--- config.mk ---
export PLATFORM = sky130hd
export DESIGN_NAME = btcc_regs
export DESIGN_NICKNAME = d
export VERILOG_FILES = /design/src/hw/rtl/btcc_pkg.sv /design/src/hw/rtl/btcc_regs.sv
export SDC_FILE = /design/constraint.sdc
export NUM_CORES = 1
export LEC_CHECK = 0
export BUFFER_PORTS_ARGS = -buffer_cell sky130_fd_sc_hd__buf_2
export CAP_MARGIN = 20
export CORE_ASPECT_RATIO = 0.75
export CORE_MARGIN = 2
export CORE_UTILIZATION = 25
export DETAILED_ROUTE_END_ITERATION = 10
export GPL_ROUTABILITY_DRIVEN = 0
export PLACE_DENSITY = 0.47
export REMOVE_ABC_BUFFERS = 1
export SKIP_CTS_REPAIR_TIMING = 1
export SLEW_MARGIN = 15
export SYNTH_ARGS = -nofsm -noshare
export SYNTH_HDL_FRONTEND = slang
export SYNTH_SLANG_ARGS = --single-unit
export TNS_END_PERCENT = 10
--- constraint.sdc ---
create_clock -name clk -period 1.5 [get_ports clk]
set_input_delay 0.225 -clock clk [delete_from_list [all_inputs] [get_ports clk]]
set_output_delay 0.225 -clock clk [all_outputs]
set_load 0.03 [all_outputs]
--- src/hw/rtl/btcc_pkg.sv ---
// ----------------------------------------------------------------------------
// btcc_pkg
// types and constants of the tile map collision check core
// ----------------------------------------------------------------------------
`default_nettype none

package btcc_pkg;

	localparam int PIX_W  = 13;
	localparam int IDX_W  = 9;
	localparam int ADDR_W = 5;

	localparam logic CMD_WRITE = 1'b0;
	localparam logic CMD_QUERY = 1'b1;

	localparam logic [2:0] REG_SIDE_MARGIN   = 3'd0;
	localparam logic [2:0] REG_OBJECT_WIDTH  = 3'd1;
	localparam logic [2:0] REG_OBJECT_HEIGHT = 3'd2;
	localparam logic [2:0] REG_MAP_COLUMNS   = 3'd3;
	localparam logic [2:0] REG_MAP_ROWS      = 3'd4;

	localparam logic [6:0] SIDE_MARGIN_RST   = 7'd0;
	localparam logic [7:0] OBJECT_WIDTH_RST  = 8'd32;
	localparam logic [7:0] OBJECT_HEIGHT_RST = 8'd32;
	localparam logic [6:0] MAP_COLUMNS_RST   = 7'd64;
	localparam logic [6:0] MAP_ROWS_RST      = 7'd64;

	typedef struct packed {
		logic        cmd;
		logic [5:0]  tile_column;
		logic [5:0]  tile_row;
		logic [15:0] tile_id;
		logic [11:0] pos_x;
		logic [11:0] pos_y;
	} item_t;

	typedef struct packed {
		logic hit;
		logic status;
	} result_t;

	typedef struct packed {
		logic [6:0] side_margin;
		logic [7:0] object_width;
		logic [7:0] object_height;
		logic [6:0] map_columns;
		logic [6:0] map_rows;
	} cfg_t;

	typedef enum logic [1:0] {
		DIV_XL = 2'd0,
		DIV_XR = 2'd1,
		DIV_YT = 2'd2,
		DIV_YB = 2'd3
	} div_sel_t;

	typedef struct packed {
		logic     capture;
		logic     wr_read;
		logic     wr_write;
		logic     div_en;
		div_sel_t div_sel;
		logic     setup;
		logic     row_read;
		logic     finish;
	} dp_cmd_t;

	typedef struct packed {
		logic start_query;
		logic scan_none;
		logic row_last;
	} dp_sts_t;

endpackage

`default_nettype wire

--- src/hw/rtl/btcc_regs.sv ---
// ----------------------------------------------------------------------------
// btcc_regs
// apb configuration registers: margin, object size and map size
// ----------------------------------------------------------------------------
`default_nettype none

module btcc_regs (
	input  logic                        clk,
	input  logic                        arst_n,
	input  logic                        psel,
	input  logic                        penable,
	input  logic                        pwrite,
	input  logic [btcc_pkg::ADDR_W-1:0] paddr,
	input  logic [31:0]                 pwdata,
	output logic [31:0]                 prdata,
	output logic                        pready,
	output btcc_pkg::cfg_t              cfg
);
	import btcc_pkg::*;

	cfg_t       cfg_q;
	logic [2:0] reg_idx;
	logic       wr_en;

	assign reg_idx = paddr[ADDR_W-1:2];
	assign wr_en   = psel && penable && pwrite;
	assign pready  = 1'b1;
	assign cfg     = cfg_q;

	always_ff @(posedge clk or negedge arst_n) begin
		if (!arst_n) begin
			cfg_q.side_margin   <= SIDE_MARGIN_RST;
			cfg_q.object_width  <= OBJECT_WIDTH_RST;
			cfg_q.object_height <= OBJECT_HEIGHT_RST;
			cfg_q.map_columns   <= MAP_COLUMNS_RST;
			cfg_q.map_rows      <= MAP_ROWS_RST;
		end else if (wr_en) begin
			unique case (reg_idx)
				REG_SIDE_MARGIN:   cfg_q.side_margin   <= pwdata[6:0];
				REG_OBJECT_WIDTH:  cfg_q.object_width  <= pwdata[7:0];
				REG_OBJECT_HEIGHT: cfg_q.object_height <= pwdata[7:0];
				REG_MAP_COLUMNS:   cfg_q.map_columns   <= pwdata[6:0];
				REG_MAP_ROWS:      cfg_q.map_rows      <= pwdata[6:0];
				default: ;
			endcase
		end
	end

	always_comb begin
		unique case (reg_idx)
			REG_SIDE_MARGIN:   prdata = 32'(cfg_q.side_margin);
			REG_OBJECT_WIDTH:  prdata = 32'(cfg_q.object_width);
			REG_OBJECT_HEIGHT: prdata = 32'(cfg_q.object_height);
			REG_MAP_COLUMNS:   prdata = 32'(cfg_q.map_columns);
			REG_MAP_ROWS:      prdata = 32'(cfg_q.map_rows);
			default:           prdata = 32'd0;
		endcase
	end

endmodule

`default_nettype wire

==> impl_metrics.json <==
{
  "status": "finished, violations left",
  "failed_checks": "setup timing",
  "mostFrequentLayoutCells": "buf_2, mux2_2, dfrtp_1, conb_1, buf_4",
  "p_total_mw": 3.30,
  "drtIter0Drc": 49,
  "final_common_cell": "buf_2",
  "synth_seq_cells": 37,
  "num-nets-final": 284,
  "numPortBuffers": 60,
  "hpwl_mm": 4.02,
  "htreeDepth": 2,
  "power.leakage_nw": 1.34,
  "wl_mm": 5.16,
  "fin_area_um2": 2650,
  "setup_ws_ns": -0.124,
  "netlist_instances": 157,
  "postRouteAntennaNets": 0,
  "fin_util_pct": 33.8,
  "arrival_ns": 1.40,
  "cap_viol_max_count": 0,
  "fmax_ghz": 0.616,
  "place_area_um2": 2550,
  "worstPathMaxFanout": 3,
  "cts.sinks": 37,
  "critPathTopFamily": "flip-flops",
  "ys_seq_area_share_pct": 46.2,
  "final_cells": 348,
  "critPathRequiredTime_ns": 1.27,
  "track_usage_pct": 12.5,
  "cts_tree": "done",
  "finalCritPeriodShare_pct": 108,
  "drc": 0,
  "antenna_found_initial": 0,
  "max_stage_delay_ns": 0.39,
  "dp_cells": 339,
  "powerDensity_nw_per_um2": 1240,
  "grt_max_degree": 22,
  "fp-row-count": 28,
  "clkTransAtPathRegs_ns": 0.07,
  "cts_buffer_depth": 2,
  "num_antenna_cells": 0,
  "die_h_um": 81.7,
  "grt.overflow.total": 0,
  "cp-start-kind": "flop",
  "io_pins": 112,
  "vias": 1467,
  "initial_core_util_pct": 25.7,
  "wl_per_cell_um": 14.8,
  "crit_slowest_cell": "dfrtp_1",
  "firstDrtPassIters": 4,
  "drv_slew": 0,
  "path_buf_inv": 1,
  "syn_area_per_cell_um2": 12.8,
  "post-place-ws_ns": -0.105,
  "setup_viol": 7,
  "cp-end-kind": "output pin",
  "hold_path.class": "input port to flop",
  "die_w_um": 108,
  "grt_pass1_vias": 1475,
  "drive_above_1_share_pct": 60.1,
  "grt_pass1_wl_mm": 8.22,
  "coreArea_um2": 7850,
  "ir_drop_mv": 0.488,
  "rsz0062_at_grt": "yes",
  "whs_ns": 0.190,
  "cts-root-buf": "clkbuf_8",
  "hold_viol": 0,
  "synth_cell_types": 26,
  "avgViaCountPerCell": 4.22,
  "skew_ns": 0,
  "fillerInstances": 791,
  "crit_chain": "mux2_2 -> a21oi_1 -> o22ai_1 -> buf_2",
  "dieArea_um2": 8800,
  "syn2layout_area_growth_pct": 31.6,
  "path_class": "flop to output pin",
  "yosys_warnings": 0,
  "fin_tns_setup_ns": -0.702,
  "numCtsBuffers": 5,
  "largest_register_ffs": 37,
  "insertion_delay_ns": 0.29,
  "period_needed_ns": 1.62,
  "syn_area_um2": 2010
}
[cell usage after synthesis (all sizes together)]
cell | number | area share (%)
mux2 | 43 | 25
dfrtp | 33 | 41
buf | 29 | 11
nor3b | 10 | 5.4
a21oi | 7 | 1.7
a22oi | 6 | 2.2
o22ai | 6 | 1.9
dfstp | 4 | 5.2
clkbuf | 3 | 0.56
conb | 2 | 0.37
mux2i | 2 | 0.99
nand3b | 2 | 0.75
nor2 | 2 | 0.50
a311o | 1 | 0.50
and2b | 1 | 0.43
nand2 | 1 | 0.19
nand3 | 1 | 0.25
nand4b | 1 | 1.2
nor2b | 1 | 0.31
nor3 | 1 | 0.25
or3 | 1 | 0.31
[cell type report]
class / instances / area [um2] / area share (%)
clock inverter: 2 / 10.0 / 0.378
sequential: 37 / 931 / 35.1
multi-input combinational: 111 / 945 / 35.6
tap: 105 / 131 / 4.96
clock buffer: 6 / 72.6 / 2.74
timing repair buffer: 87 / 561 / 21.2
[cell families after synthesis]
kind of cell / count (synthesis) / share of synthesized area [%]
AO/OA/AOI/OAI: 20 / 6.34
flip-flops: 37 / 46.2
AND/OR/NAND/NOR: 21 / 9.56
multiplexers: 45 / 26.3
other: 2 / 0.373
buffers and inverters: 32 / 11.2
[power by group]
part / internal (mW) / total [mW] / switching, mW / leakage, nW
Clock: 0.322 / 0.666 / 0.344 / 0.0450
Sequential: 1.21 / 1.36 / 0.151 / 0.464
Combinational: 0.463 / 1.27 / 0.805 / 0.831
Total: 1.99 / 3.30 / 1.30 / 1.34
[per-layer routing]
metal	global-route usage [%]	part of all wire, %	vias up
li1	-	-	684
met1	16.7	46	713
met2	20.5	47	62
met3	2.86	5.8	8
met4	3.46	0.99	0
met5	0	0	-
[path summary, 6_finish.rpt]
kind	endpoint	from	slack (ns)	cells after the start
min in group asynchronous	cfg[25]	arst_n	0.41	2
max in group asynchronous	cfg[7]	arst_n	0.63	3
worst max-delay path	prdata[2]	cfg[16]	-0.12	4
worst min-delay path	cfg[21]	pwdata[7]	0.19	2
worst min register to register	cfg[9]	cfg[9]	0.53	1
worst max register to register	cfg[5]	cfg[5]	0.71	1
(Power assumes the default switching activity.)
