==> src/hw/rtl/btcc_pkg.sv <==
// ----------------------------------------------------------------------------
// btcc_pkg
// types and constants of the tile map collision check core
// ----------------------------------------------------------------------------
`default_nettype none

package btcc_pkg;

	localparam int PIX_W  = 13;
	localparam int IDX_W  = 9;
	localparam int ADDR_W = 5;

	localparam logic CMD_WRITE = 1'b0;
	localparam logic CMD_QUERY = 1'b1;

	localparam logic [2:0] REG_SIDE_MARGIN   = 3'd0;
	localparam logic [2:0] REG_OBJECT_WIDTH  = 3'd1;
	localparam logic [2:0] REG_OBJECT_HEIGHT = 3'd2;
	localparam logic [2:0] REG_MAP_COLUMNS   = 3'd3;
	localparam logic [2:0] REG_MAP_ROWS      = 3'd4;

	localparam logic [6:0] SIDE_MARGIN_RST   = 7'd0;
	localparam logic [7:0] OBJECT_WIDTH_RST  = 8'd32;
	localparam logic [7:0] OBJECT_HEIGHT_RST = 8'd32;
	localparam logic [6:0] MAP_COLUMNS_RST   = 7'd64;
	localparam logic [6:0] MAP_ROWS_RST      = 7'd64;

	typedef struct packed {
		logic        cmd;
		logic [5:0]  tile_column;
		logic [5:0]  tile_row;
		logic [15:0] tile_id;
		logic [11:0] pos_x;
		logic [11:0] pos_y;
	} item_t;

	typedef struct packed {
		logic hit;
		logic status;
	} result_t;

	typedef struct packed {
		logic [6:0] side_margin;
		logic [7:0] object_width;
		logic [7:0] object_height;
		logic [6:0] map_columns;
		logic [6:0] map_rows;
	} cfg_t;

	typedef enum logic [1:0] {
		DIV_XL = 2'd0,
		DIV_XR = 2'd1,
		DIV_YT = 2'd2,
		DIV_YB = 2'd3
	} div_sel_t;

	typedef struct packed {
		logic     capture;
		logic     wr_read;
		logic     wr_write;
		logic     div_en;
		div_sel_t div_sel;
		logic     setup;
		logic     row_read;
		logic     finish;
	} dp_cmd_t;

	typedef struct packed {
		logic start_query;
		logic scan_none;
		logic row_last;
	} dp_sts_t;

endpackage

`default_nettype wire

==> src/hw/rtl/btcc_ctrl.sv <==
// ----------------------------------------------------------------------------
// btcc_ctrl
// sequencer: tile write read-modify-write, corner division, row scan
// ----------------------------------------------------------------------------
`default_nettype none

module btcc_ctrl (
	input  logic               clk,
	input  logic               arst_n,
	input  logic               start,
	input  btcc_pkg::dp_sts_t  sts,
	output btcc_pkg::dp_cmd_t  cmd,
	output logic               busy
);
	import btcc_pkg::*;

	typedef enum logic [9:0] {
		S_IDLE   = 10'b00_0000_0001,
		S_WR_RD  = 10'b00_0000_0010,
		S_WR_WR  = 10'b00_0000_0100,
		S_DIV_XL = 10'b00_0000_1000,
		S_DIV_XR = 10'b00_0001_0000,
		S_DIV_YT = 10'b00_0010_0000,
		S_DIV_YB = 10'b00_0100_0000,
		S_SETUP  = 10'b00_1000_0000,
		S_SCAN   = 10'b01_0000_0000,
		S_FLUSH  = 10'b10_0000_0000
	} state_t;

	state_t state_q;
	state_t state_nxt;

	assign busy = (state_q != S_IDLE);

	always_ff @(posedge clk or negedge arst_n) begin
		if (!arst_n) begin
			state_q <= S_IDLE;
		end else begin
			state_q <= state_nxt;
		end
	end

	always_comb begin
		cmd       = '0;
		state_nxt = state_q;
		unique case (state_q)
			S_IDLE: begin
				if (start) begin
					cmd.capture = 1'b1;
					state_nxt   = sts.start_query ? S_DIV_XL : S_WR_RD;
				end
			end
			S_WR_RD: begin
				cmd.wr_read = 1'b1;
				state_nxt   = S_WR_WR;
			end
			S_WR_WR: begin
				cmd.wr_write = 1'b1;
				cmd.finish   = 1'b1;
				state_nxt    = S_IDLE;
			end
			S_DIV_XL: begin
				cmd.div_en  = 1'b1;
				cmd.div_sel = DIV_XL;
				state_nxt   = S_DIV_XR;
			end
			S_DIV_XR: begin
				cmd.div_en  = 1'b1;
				cmd.div_sel = DIV_XR;
				state_nxt   = S_DIV_YT;
			end
			S_DIV_YT: begin
				cmd.div_en  = 1'b1;
				cmd.div_sel = DIV_YT;
				state_nxt   = S_DIV_YB;
			end
			S_DIV_YB: begin
				cmd.div_en  = 1'b1;
				cmd.div_sel = DIV_YB;
				state_nxt   = S_SETUP;
			end
			S_SETUP: begin
				cmd.setup = 1'b1;
				state_nxt = sts.scan_none ? S_FLUSH : S_SCAN;
			end
			S_SCAN: begin
				cmd.row_read = 1'b1;
				if (sts.row_last) begin
					state_nxt = S_FLUSH;
				end
			end
			S_FLUSH: begin
				cmd.finish = 1'b1;
				state_nxt  = S_IDLE;
			end
			default: begin
				state_nxt = S_IDLE;
			end
		endcase
	end

endmodule

`default_nettype wire

==> config.mk <==
export PLATFORM = sky130hd
export DESIGN_NAME = btcc_ctrl
export DESIGN_NICKNAME = d
export VERILOG_FILES = /design/src/hw/rtl/btcc_pkg.sv /design/src/hw/rtl/btcc_ctrl.sv
export SDC_FILE = /design/constraint.sdc
export NUM_CORES = 1
export LEC_CHECK = 0
export BUFFER_PORTS_ARGS = -buffer_cell sky130_fd_sc_hd__clkbuf_2
export CORE_MARGIN = 1
export CORE_UTILIZATION = 39
export CTS_BUF_LIST = sky130_fd_sc_hd__clkbuf_2
export DETAILED_ROUTE_END_ITERATION = 10
export PLACE_DENSITY = 0.63
export SETUP_SLACK_MARGIN = 0.3
export SLEW_MARGIN = 20
export SYNTH_ARGS = -nofsm -noshare
export SYNTH_HDL_FRONTEND = slang
export SYNTH_SLANG_ARGS = --single-unit
==> constraint.sdc <==
create_clock -name clk -period 1.7 [get_ports clk]
set_input_delay 0.085 -clock clk [delete_from_list [all_inputs] [get_ports clk]]
set_output_delay 0.085 -clock clk [all_outputs]
set_load 0.005 [all_outputs]
==> summary.md, run 1 <==
| Metric | Value |
|---|---|
| Area of the multi-input gates | 395 µm² |
| Cell area after synthesis | 594 µm² |
| Finished Layout Cells | 115 |
| Clock buffer count from CTS | 3 |
| Post-Synthesis Cells | 62 |
| Die span in x | 41.0 µm |
| Avg WL per Cell | 16.3 µm |
| Starting DRT DRC Count | 27 |
| Slew @ Worst Pin | 0.310 ns |
| Synthesized area per cell | 9.59 µm² |
| Syn nets | 68 |
| Area grow syn2layout | 59.8% |
| CP required | 1.62 ns |
| Largest register FFs | 10 |
| Reg2Reg Depth | 8 |
| Fmax | 565 MHz |
| Row Count | 13 |
| Total placed cells including tap cells | 93 |
| Initial Util | 43.5% |
| CTS tree | yes |
| Slack of the critical path | -0.0685 ns |
| Cell area after layout | 950 µm² |
| Crit-path cells | buf_6, nor4_4, buf_4, buf_4, and4b_1, clkbuf_2 |
| Core Box Area | 1370 µm² |
| Total die area | 1680 µm² |
| ANT cells | 0 |
| Final setup viols | 5 |
| Clk sink count | 10 |
| Buf/Inv on CP | 4 |
| Via/cell ratio | 5.86 |
| WHS Path Cells | 2 |
| Cell area power density | 1230 nW/µm² |
| Die Height | 41.0 µm |
| Max_cap viols | 0 |
| Post-route antenna net violation count | 0 |
| Routability cong. | 0.826 |
| Post-synth cell types | 29 |
| Final TNS setup | -0.290 ns |
| Post-Route WL | 1870 µm |
| Layout cell share with drive strength beyond 1 | 59.0% |
| CP delay by family, top | buffers and inverters |
| Biggest regs | state_q x10 |
| Remaining DRCs | 0 |
| Cell Area, Placed | 696 µm² |
| RSZ-0062 raised after global routing | yes |
| Max Clock Skew | 0.0118 ns |
| GRT Util Overall | 22.4% |
| Detailed Routing Iterations Pass 1 | 4 |
| Commonest non-fill, non-tap cells in the layout | clkbuf_2, buf_4, dfrtp_2 |
| Register area | 262 µm² |
| Crit-path slowest cell | dfstp_2 |
| Via Count | 674 |
| Initial antenna violation count | 0 |
| Synth warnings | 0 |
| Run status | finished, violations left |
| Largest net degree at the start of global routing | 11 |
| Critical path depth | 6 |
| Flops & latches, synth | 10 |
| Final-report max-slew violation count | 0 |
| Count of input and output buffers | 15 |
| CP peak stage delay | 0.40 ns |
| Worst-path maximum fanout | 3 |
| # fillers | 102 |
| First-pass GRT wire length | 2350 µm |
| Fin crit share | 104% |
| Gr ovfl total | 0 |
| Leak Pwr | 0.000481 µW |
| Max clock buf depth | 2 |
| Slew headroom | 79.2% |
| Critical path class | reg -> out |
| Startpoint Class | flop |
| H-tree levels | 1 |
| Largest Register | state_q |
| Total chip power | 1170 µW |
| HP Class | in -> reg |
| Worst VDD drop | 0.000766 V |
| Fin crit period | 1.77 ns |
| Number of nets in the layout | 107 |
| Cell mode on critical path | buf_4 |
| Sequential share of the synthesized area | 42.3% |
| Critical path capture point type | output pin |
| Vias in the first global route | 559 |
| Dpl hpwl | 968 µm |
| Clock Root Buffer | clkbuf_2 |
| Clk slew on worst S/H paths | 0.12 ns |
| Failing checks | negative setup slack |
| Crit path DAT | 1.68 ns |
| Final hold violation count | 0 |
| Worst skew pair latency | 0.27 ns |
| IO Pins | 16 |
-- cell usage after synthesis --
master	instances	share of area (%)
and4b_1	2	3.4
dfstp_2	1	4.4
xor2_1	2	2.9
nor2_1	7	4.4
o22ai_1	1	1.1
nor4_2	1	2.1
o2111ai_1	1	1.5
nand4_1	1	1.1
a22o_2	2	3.4
and2_1	1	1.1
nand3b_1	1	1.3
and3b_2	1	1.7
nand2b_1	2	2.1
nand3_2	1	1.7
or3_1	1	1.1
nor4b_1	1	1.5
o21ai_0	4	3.4
nor3_1	6	5.1
inv_1	5	3.2
xnor2_1	1	1.5
o21a_1	1	1.3
nand2_1	2	1.3
o2111a_1	1	1.9
a21oi_1	1	0.84
and3_1	3	3.2
and4_1	1	1.5
dfrtp_1	9	38
nor4_4	1	3.6
nor4_1	1	1.1
-- cells by family (layout without fill, tap and decap cells) --
kind of cell / count (synthesis) / after routing / synth area share (%)
AOI/OAI and AO/OA: 11 / 11 / 13.3
xor gates and xnor gates: 3 / 3 / 4.42
buffers and inverters: 5 / 43 / 3.16
DFF: 10 / 10 / 42.3
and+or+nand+nor: 33 / 33 / 36.8
-- area by class of cell --
| cell class | count | share of cell area [%] |
|---|---|---|
| multi-input combinational | 47 | 41.6 |
| sequential | 10 | 27.5 |
| timing repair buffer | 34 | 24.9 |
| inverter | 5 | 1.98 |
| tap | 15 | 1.98 |
| clock buffer | 3 | 1.58 |
| clock inverter | 1 | 0.395 |
-- worst paths after layout --
kind / to / from / slack [ns]
min: state_q[9] / sts[0] / 0.06
max reg2reg: state_q[0] / state_q[0] / 0.05
max: cmd[1] / state_q[0] / -0.07
min in group asynchronous: state_q[4] / arst_n / 0.20
min reg2reg: state_q[6] / state_q[5] / 0.64
max in group asynchronous: state_q[0] / arst_n / 1.24
-- stage by stage --
step	hold slack (ns)	worst slack (ns)	util, %
floorplan	-0.211	0.341	-
global placement	-0.0290	0.184	50.9
detailed placement	-0.0344	0.185	50.9
CTS	0.0536	0.00721	61.8
global route	0.0564	-0.138	69.5
finish	0.0601	-0.0685	69.5
-- layer usage --
layer  vias up  routed length [µm]  track usage (%)
met5         -                   0                0
met4         0                  87             15.0
met3         9                 134             4.89
met2        39                 932             37.5
met1       318                 716             25.1
li1        308                   -                -
-- report_power, final --
group	switching, µW	internal [µW]
clock network	93.5	51.1
logic	323	380
registers	39.8	280
-- timing repair --
| item | CTS | global route |
|---|---|---|
| endpoints found under the setup margin | 15 | 16 |
| hold endpoints to repair | 12 | 0 |
| hold buffers | 3 | 0 |
| gates resized for setup | 12 | 20 |
| buffers inserted | 10 | 5 |
| pin swaps | 2 | 6 |
Power figures use the tool's default switching activity.
==> run 2, diff against run 1 <==
--- a/config.mk
+++ b/config.mk
@@ -11,6 +11,7 @@
 export CTS_BUF_LIST = sky130_fd_sc_hd__clkbuf_2
 export DETAILED_ROUTE_END_ITERATION = 10
 export PLACE_DENSITY = 0.63
+export RECOVER_POWER = 100
 export SETUP_SLACK_MARGIN = 0.3
 export SLEW_MARGIN = 20
 export SYNTH_ARGS = -nofsm -noshare
==> summary.md, run 2 (same netlist as run 1, synthesis figures left out) <==
| Metric | Value |
|---|---|
| Finished Layout Cells | 115 (unchanged) |
| HP Class | in -> reg |
| Initial antenna violation count | 0 (unchanged) |
| Dpl hpwl | 968 µm (unchanged) |
| Fin crit period | 1.77 ns (+0.00410 ns) |
| H-tree levels | 1 (unchanged) |
| Max Clock Skew | 0.00611 ns (-0.00573 ns) |
| Slack of the critical path | -0.0726 ns (-0.00410 ns) |
| Post-Place Worst Slack | 0.185 ns (unchanged) |
| Run status | finished, violations left |
| CP peak stage delay | 0.40 ns (about the same) |
| Starting DRT DRC Count | 27 (unchanged) |
| Vias in the first global route | 559 (unchanged) |
| Row Count | 13 (unchanged) |
| Area grow syn2layout | 59.6% |
| Critical path class | reg -> out |
| Failing checks | negative setup slack |
| Critical path capture point type | output pin |
| Worst-path maximum fanout | 3 (unchanged) |
| IO Pins | 16 (unchanged) |
| Number of nets in the layout | 107 (unchanged) |
| Layout cell share with drive strength beyond 1 | 58.0% (-1.0 points) |
| Core Box Area | 1370 µm² (unchanged) |
| Die span in x | 41.0 µm (unchanged) |
| Met3 WL | 100 µm (-25%) |
| Hold Slack | 0.0546 ns (-0.00551 ns) |
| R2R Setup Slk | 0.05 ns (about the same) |
| Avg WL per Cell | 16.2 µm (-0.11%) |
| Initial Util | 43.5% (unchanged) |
| Crit-path slowest cell | dfstp_2 |
| Crit path DAT | 1.69 ns (about the same) |
| Final-report max-slew violation count | 0 (unchanged) |
| Max clock buf depth | 2 (unchanged) |
| Largest register FFs | 10 (unchanged) |
| Total die area | 1680 µm² (unchanged) |
| WHS Path Cells | 2 (unchanged) |
| Hold Path Origin | sts[0] |
| Total chip power | 1170 µW (+0.31%) |
| Clk slew on worst S/H paths | 0.12 ns (about the same) |
| Commonest non-fill, non-tap cells in the layout | buf_4, clkbuf_2, dfrtp_2 |
| Detailed Routing Iterations Pass 1 | 4 (unchanged) |
| WHS Endpoint | state_q[9] |
| Most common cell after layout, fill and taps aside | buf_4 |
| Clock Root Buffer | clkbuf_2 |
| Clock buffer count from CTS | 3 (unchanged) |
| Die Height | 41.0 µm (unchanged) |
| Count of input and output buffers | 15 (unchanged) |
| FF-to-FF End | state_q[0] |
| Met2 wire len | 923 µm (-0.97%) |
| Final setup viols | 5 (unchanged) |
| Max_cap viols | 0 (unchanged) |
| CP delay by family, top | buffers and inverters |
| Worst skew pair latency | 0.27 ns (about the same) |
| Reg2Reg Launch Point | state_q[0] |
| Crit-path cells | buf_6, nor4_4, buf_4, buf_4, and4b_1, clkbuf_2 |
| CTS tree | yes |
| Biggest regs | state_q x10 |
| Worst VDD drop | 0.000775 V (+1.2%) |
| Largest net degree at the start of global routing | 11 (unchanged) |
| RSZ-0062 raised after global routing | yes |
| First-pass GRT wire length | 2350 µm (unchanged) |
| Post-Route WL | 1870 µm (-0.11%) |
| WL met1 | 755 µm (+5.4%) |
| Buf/Inv on CP | 4 (unchanged) |
| Cell area power density | 1230 nW/µm² (+0.44%) |
| Reg2Reg Depth | 8 (unchanged) |
| Fmax | 564 MHz (-0.23%) |
| Slew @ Worst Pin | 0.549 ns (+0.239 ns) |
| Uppermost routed layer | met4 |
| Fin crit share | 104% (+0.24 points) |
| Final hold violation count | 0 (unchanged) |
| Startpoint Class | flop |
| Remaining DRCs | 0 (unchanged) |
| Routability cong. | 0.826 (unchanged) |
| Post-route antenna net violation count | 0 (unchanged) |
| Cell mode on critical path | buf_4 |
| ANT cells | 0 (unchanged) |
| Via/cell ratio | 5.80 (-1.0%) |
| Via Count | 667 (-1.0%) |
| Largest Register | state_q |
| Leak Pwr | 0.000478 µW (-0.62%) |
| Total placed cells including tap cells | 93 (unchanged) |
| CP required | 1.62 ns (about the same) |
| Clk sink count | 10 (unchanged) |
| Slew headroom | 63.4% (-16 points) |
| GRT Util Overall | 22.4% (unchanged) |
| Gr ovfl total | 0 (unchanged) |
==> run 2: changes by cell type in the layout (fill, tap and decap cells not counted) <==
cell,before,now
clkbuf_1,0,1
clkbuf_2,13,12
==> run 2: worst max path at each step <==
stage | from | to | slack [ns] | cells past startpoint
5_1_grt | state_q[0] | cmd[5] | -0.14 | 6
3_3_place_gp | state_q[8] | cmd[4] | 0.18 | 5
3_5_place_dp | state_q[8] | cmd[3] | 0.19 | 5
4_1_cts | state_q[2] | cmd[4] | 0.007 | 5
2_1_floorplan | state_q[0] | state_q[8] | 0.34 | 4
6_report | state_q[0] | cmd[1] | -0.07 | 6
==> run 2: metrics by stage <==
| stage | util (%) | instance area (µm²) | setup TNS (ns) |
|---|---|---|---|
| final | 69.4 | 948 | -0.300 |
| after global routing | 69.4 | 948 | -0.660 |
| after CTS | 61.8 | 845 | 0 |
| after detailed placement | 50.9 | 696 | 0 |
| after global placement | 50.9 | 696 | 0 |
| after floorplan | - | 594 | 0 |
==> run 2: layout make-up <==
| type | count | area [µm²] |
|---|---|---|
| Timing Repair Buffer | 34 | 235 |
| Inverter | 5 | 18.8 |
| Multi-Input combinational cell | 47 | 395 |
| Clock buffer | 3 | 15.0 |
| Tap cell | 15 | 18.8 |
| Clock inverter | 1 | 3.75 |
| Fill cell | 103 | 418 |
| Sequential cell | 10 | 262 |
==> run 2: power by group <==
group	total, µW	internal, µW	switching [µW]
registers	320	280	39.7
logic	704	379	324
clock network	147	51.1	96.1
==> run 2: layer usage <==
layer | track usage (%) | vias to the layer above
met5 | 0 | -
met4 | 15.0 | 0
met3 | 4.89 | 9
met2 | 37.5 | 29
met1 | 25.1 | 321
li1 | - | 308
==> run 2: worst reg2reg max path, cell delays in order (launching register included) <==
cell	delay [ns]
dfstp_2	0.56
buf_6	0.11
buf_4	0.11
buf_4	0.10
buf_6	0.11
xor2_1	0.06
o21a_1	0.17
o2111a_1	0.25
o22ai_2	0.10
==> run 2: repair_timing <==
action | in CTS | in global routing
setup endpoints to repair | 15 | 16
pin swaps | 2 | 6
resized for setup | 12 | 20
gates cloned | 0 | 0
hold buffers | 3 | 0
hold endpoints to repair | 12 | 0
setup buffers | 10 | 5
==> run 3, diff against run 2 <==
--- a/config.mk
+++ b/config.mk
@@ -8,7 +8,6 @@
 export BUFFER_PORTS_ARGS = -buffer_cell sky130_fd_sc_hd__clkbuf_2
 export CORE_MARGIN = 1
 export CORE_UTILIZATION = 39
-export CTS_BUF_LIST = sky130_fd_sc_hd__clkbuf_2
 export DETAILED_ROUTE_END_ITERATION = 10
 export PLACE_DENSITY = 0.63
 export RECOVER_POWER = 100
==> constraint.sdc (replaced) <==
create_clock -name clk -period 1.71 [get_ports clk]
set_input_delay 0.0855 -clock clk [delete_from_list [all_inputs] [get_ports clk]]
set_output_delay 0.0855 -clock clk [all_outputs]
set_load 0.005 [all_outputs]
==> summary.md, run 3 (same netlist as run 1, synthesis figures left out) <==
| Metric | Value |
|---|---|
| Largest register FFs | 10 (unchanged) |
| Reg2Reg Depth | 6 (-2) |
| Worst-path maximum fanout | 6 (+3) |
| Fmax | 578 MHz |
| Clk pwr share | 18.8% (+6.2 points) |
| Register area | 263 µm² (+0.48%) |
| Leak Pwr | 0.000488 µW (+1.9%) |
| Total chip power | 1170 µW (-0.13%) |
| Via/cell ratio | 5.57 (-4.0%) |
| Largest net degree at the start of global routing | 11 (unchanged) |
| Core Box Area | 1370 µm² (unchanged) |
| Initial antenna violation count | 0 (unchanged) |
| Slew @ Worst Pin | 0.535 ns (-0.0138 ns) |
| HP Class | in -> reg |
| Largest Register | state_q |
| Remaining DRCs | 0 (unchanged) |
| Commonest non-fill, non-tap cells in the layout | buf_4, clkbuf_2, dfrtp_2 |
| Most common cell after layout, fill and taps aside | buf_4 |
| Total die area | 1680 µm² (unchanged) |
| Worst skew pair latency | 0.27 ns (about the same) |
| RSZ-0062 raised after global routing | yes |
| GRT Util Overall | 22.3% (-0.076 points) |
| Startpoint Class | flop |
| Final setup viols | 4 (-1) |
| Clk sink count | 10 (unchanged) |
| Die Height | 41.0 µm (unchanged) |
| Cell area power density | 1210 nW/µm² (-1.9%) |
| Final hold violation count | 0 (unchanged) |
| Slew headroom | 64.3% (+0.92 points) |
| Die span in x | 41.0 µm (unchanged) |
| CP required | 1.62 ns (about the same) |
| Crit-path cells | nor4_4, buf_4, nand4_1, a21oi_2, buf_2 |
| Clock buffer count from CTS | 3 (unchanged) |
| Routability cong. | 0.826 (unchanged) |
| Layout cell share with drive strength beyond 1 | 59.0% (+1.0 points) |
| Slack of the critical path | -0.0190 ns (+0.0536 ns) |
| Final TNS setup | -0.0539 ns (+0.246 ns) |
| Worst VDD drop | 0.000783 V (+1.0%) |
| Number of nets in the layout | 107 (unchanged) |
| Crit path DAT | 1.64 ns (-0.05 ns) |
| Sw frac | 35.6% (-3.7 points) |
| IO Pins | 16 (unchanged) |
| H-tree levels | 1 (unchanged) |
| Starting DRT DRC Count | 23 (-15%) |
| Max_cap viols | 0 (unchanged) |
| Clk slew on worst S/H paths | 0.07 ns (-0.05 ns) |
| Failing checks | negative setup slack |
| CTS tree | yes |
| P_sw | 416 µW (-9.6%) |
| Area grow syn2layout | 62.5% |
| Avg WL per Cell | 15.3 µm (-5.7%) |
| Run status | finished, violations left |
| ANT cells | 0 (unchanged) |
| Vias in the first global route | 546 (-2.3%) |
| Part of the power in registers | 29.0% (+1.7 points) |
| Worst Setup EP | cmd[5] |
| FF-to-FF End | state_q[8] |
| Crit-path slowest cell | dfrtp_2 |
| Area of the multi-input gates | 390 µm² (-1.3%) |
| Final-report max-slew violation count | 0 (unchanged) |
| Reg2Reg Launch Point | state_q[0] |
| Gr ovfl total | 0 (unchanged) |
| Count of input and output buffers | 15 (unchanged) |
| Crit path launch | state_q[3] |
| Critical path capture point type | output pin |
| First-pass GRT wire length | 2390 µm (+1.5%) |
| Combinational share of power | 52.2% (-7.9 points) |
| P_int | 753 µW (+6.0%) |
| Initial Util | 43.5% (unchanged) |
| Dpl hpwl | 968 µm (unchanged) |
| Fin crit period | 1.73 ns |
| Biggest regs | state_q x10 |
| CP peak stage delay | 0.46 ns (+0.06 ns) |
| Post-Route WL | 1760 µm (-5.7%) |
| # fillers | 101 (-1.9%) |
| Max clock buf depth | 2 (unchanged) |
| R2R Setup Slk | 0.06 ns (about the same) |
| Max Clock Skew | 0.00319 ns (-0.00291 ns) |
| Fin crit share | 101% |
| Clock Root Buffer | clkbuf_4 |
| Row Count | 13 (unchanged) |
| Detailed Routing Iterations Pass 1 | 4 (unchanged) |
| Post-route antenna net violation count | 0 (unchanged) |
| Via Count | 640 (-4.0%) |
| Critical path class | reg -> out |
## run 3: stage by stage
step	setup slack [ns]	instance area, µm²	instances	utilization [%]	hold WS (ns)
after global placement	0.194	696	93	50.9	-0.0285
after global routing	-0.123	966	115	70.7	0.0565
after floorplan	0.351	594	62	-	-0.210
final	-0.0190	966	115	70.7	0.0514
after detailed placement	0.195	696	93	50.9	-0.0339
after CTS	0.0139	877	110	64.2	0.0459
## run 3: layout make-up
cell class | count | area share [%]
Multi-Input combinational cell | 47 | 40.4
Sequential cell | 10 | 27.2
Timing Repair Buffer | 34 | 24.7
Clock buffer | 4 | 3.76
Inverter | 5 | 1.94
Tap cell | 15 | 1.94
## run 3: critical path: cells and delay by family (launching register included)
family | cells | cell delay, ns
AO/OA/AOI/OAI | 1 | 0.20
flip-flops | 1 | 0.46
buffers and inverters | 2 | 0.30
AND/OR/NAND/NOR | 2 | 0.41
## run 3: metal layers
layer / vias to the layer above / wire length, µm / track usage (%)
li1: 306 / - / -
met1: 308 / 743 / 27.5
met2: 22 / 891 / 35.9
met3: 4 / 86 / 4.89
met4: 0 / 40 / 11.7
met5: - / 0 / 0
## run 3: how the worst min path moves through the flow
stage          startpoint    endpoint  slack (ns)  cells past startpoint
2_1_floorplan      arst_n  state_q[1]       -0.21                      0
3_3_place_gp       arst_n  state_q[9]       -0.03                      1
3_5_place_dp       arst_n  state_q[2]       -0.03                      1
4_1_cts            sts[0]  state_q[9]        0.05                      2
5_1_grt            sts[0]  state_q[9]        0.06                      2
6_report           sts[0]  state_q[9]        0.05                      2
## run 3: power groups by stage
| stage | combinational (µW) | sequential (µW) | clock (µW) |
|---|---|---|---|
| floorplan | 237 | 334 | 0 |
| global placement | 332 | 350 | 0 |
| detailed placement | 338 | 349 | 0 |
| CTS | 489 | 335 | 221 |
| global route | 657 | 346 | 234 |
| finish | 610 | 339 | 220 |
## run 3: what timing repair did
| action | in CTS | in global routing |
|---|---|---|
| pin swaps | 4 | 6 |
| hold buffers | 3 | 0 |
| setup endpoints to repair | 13 | 15 |
| hold endpoints to repair | 12 | 0 |
| gates resized for setup | 13 | 19 |
| buffers inserted | 10 | 5 |
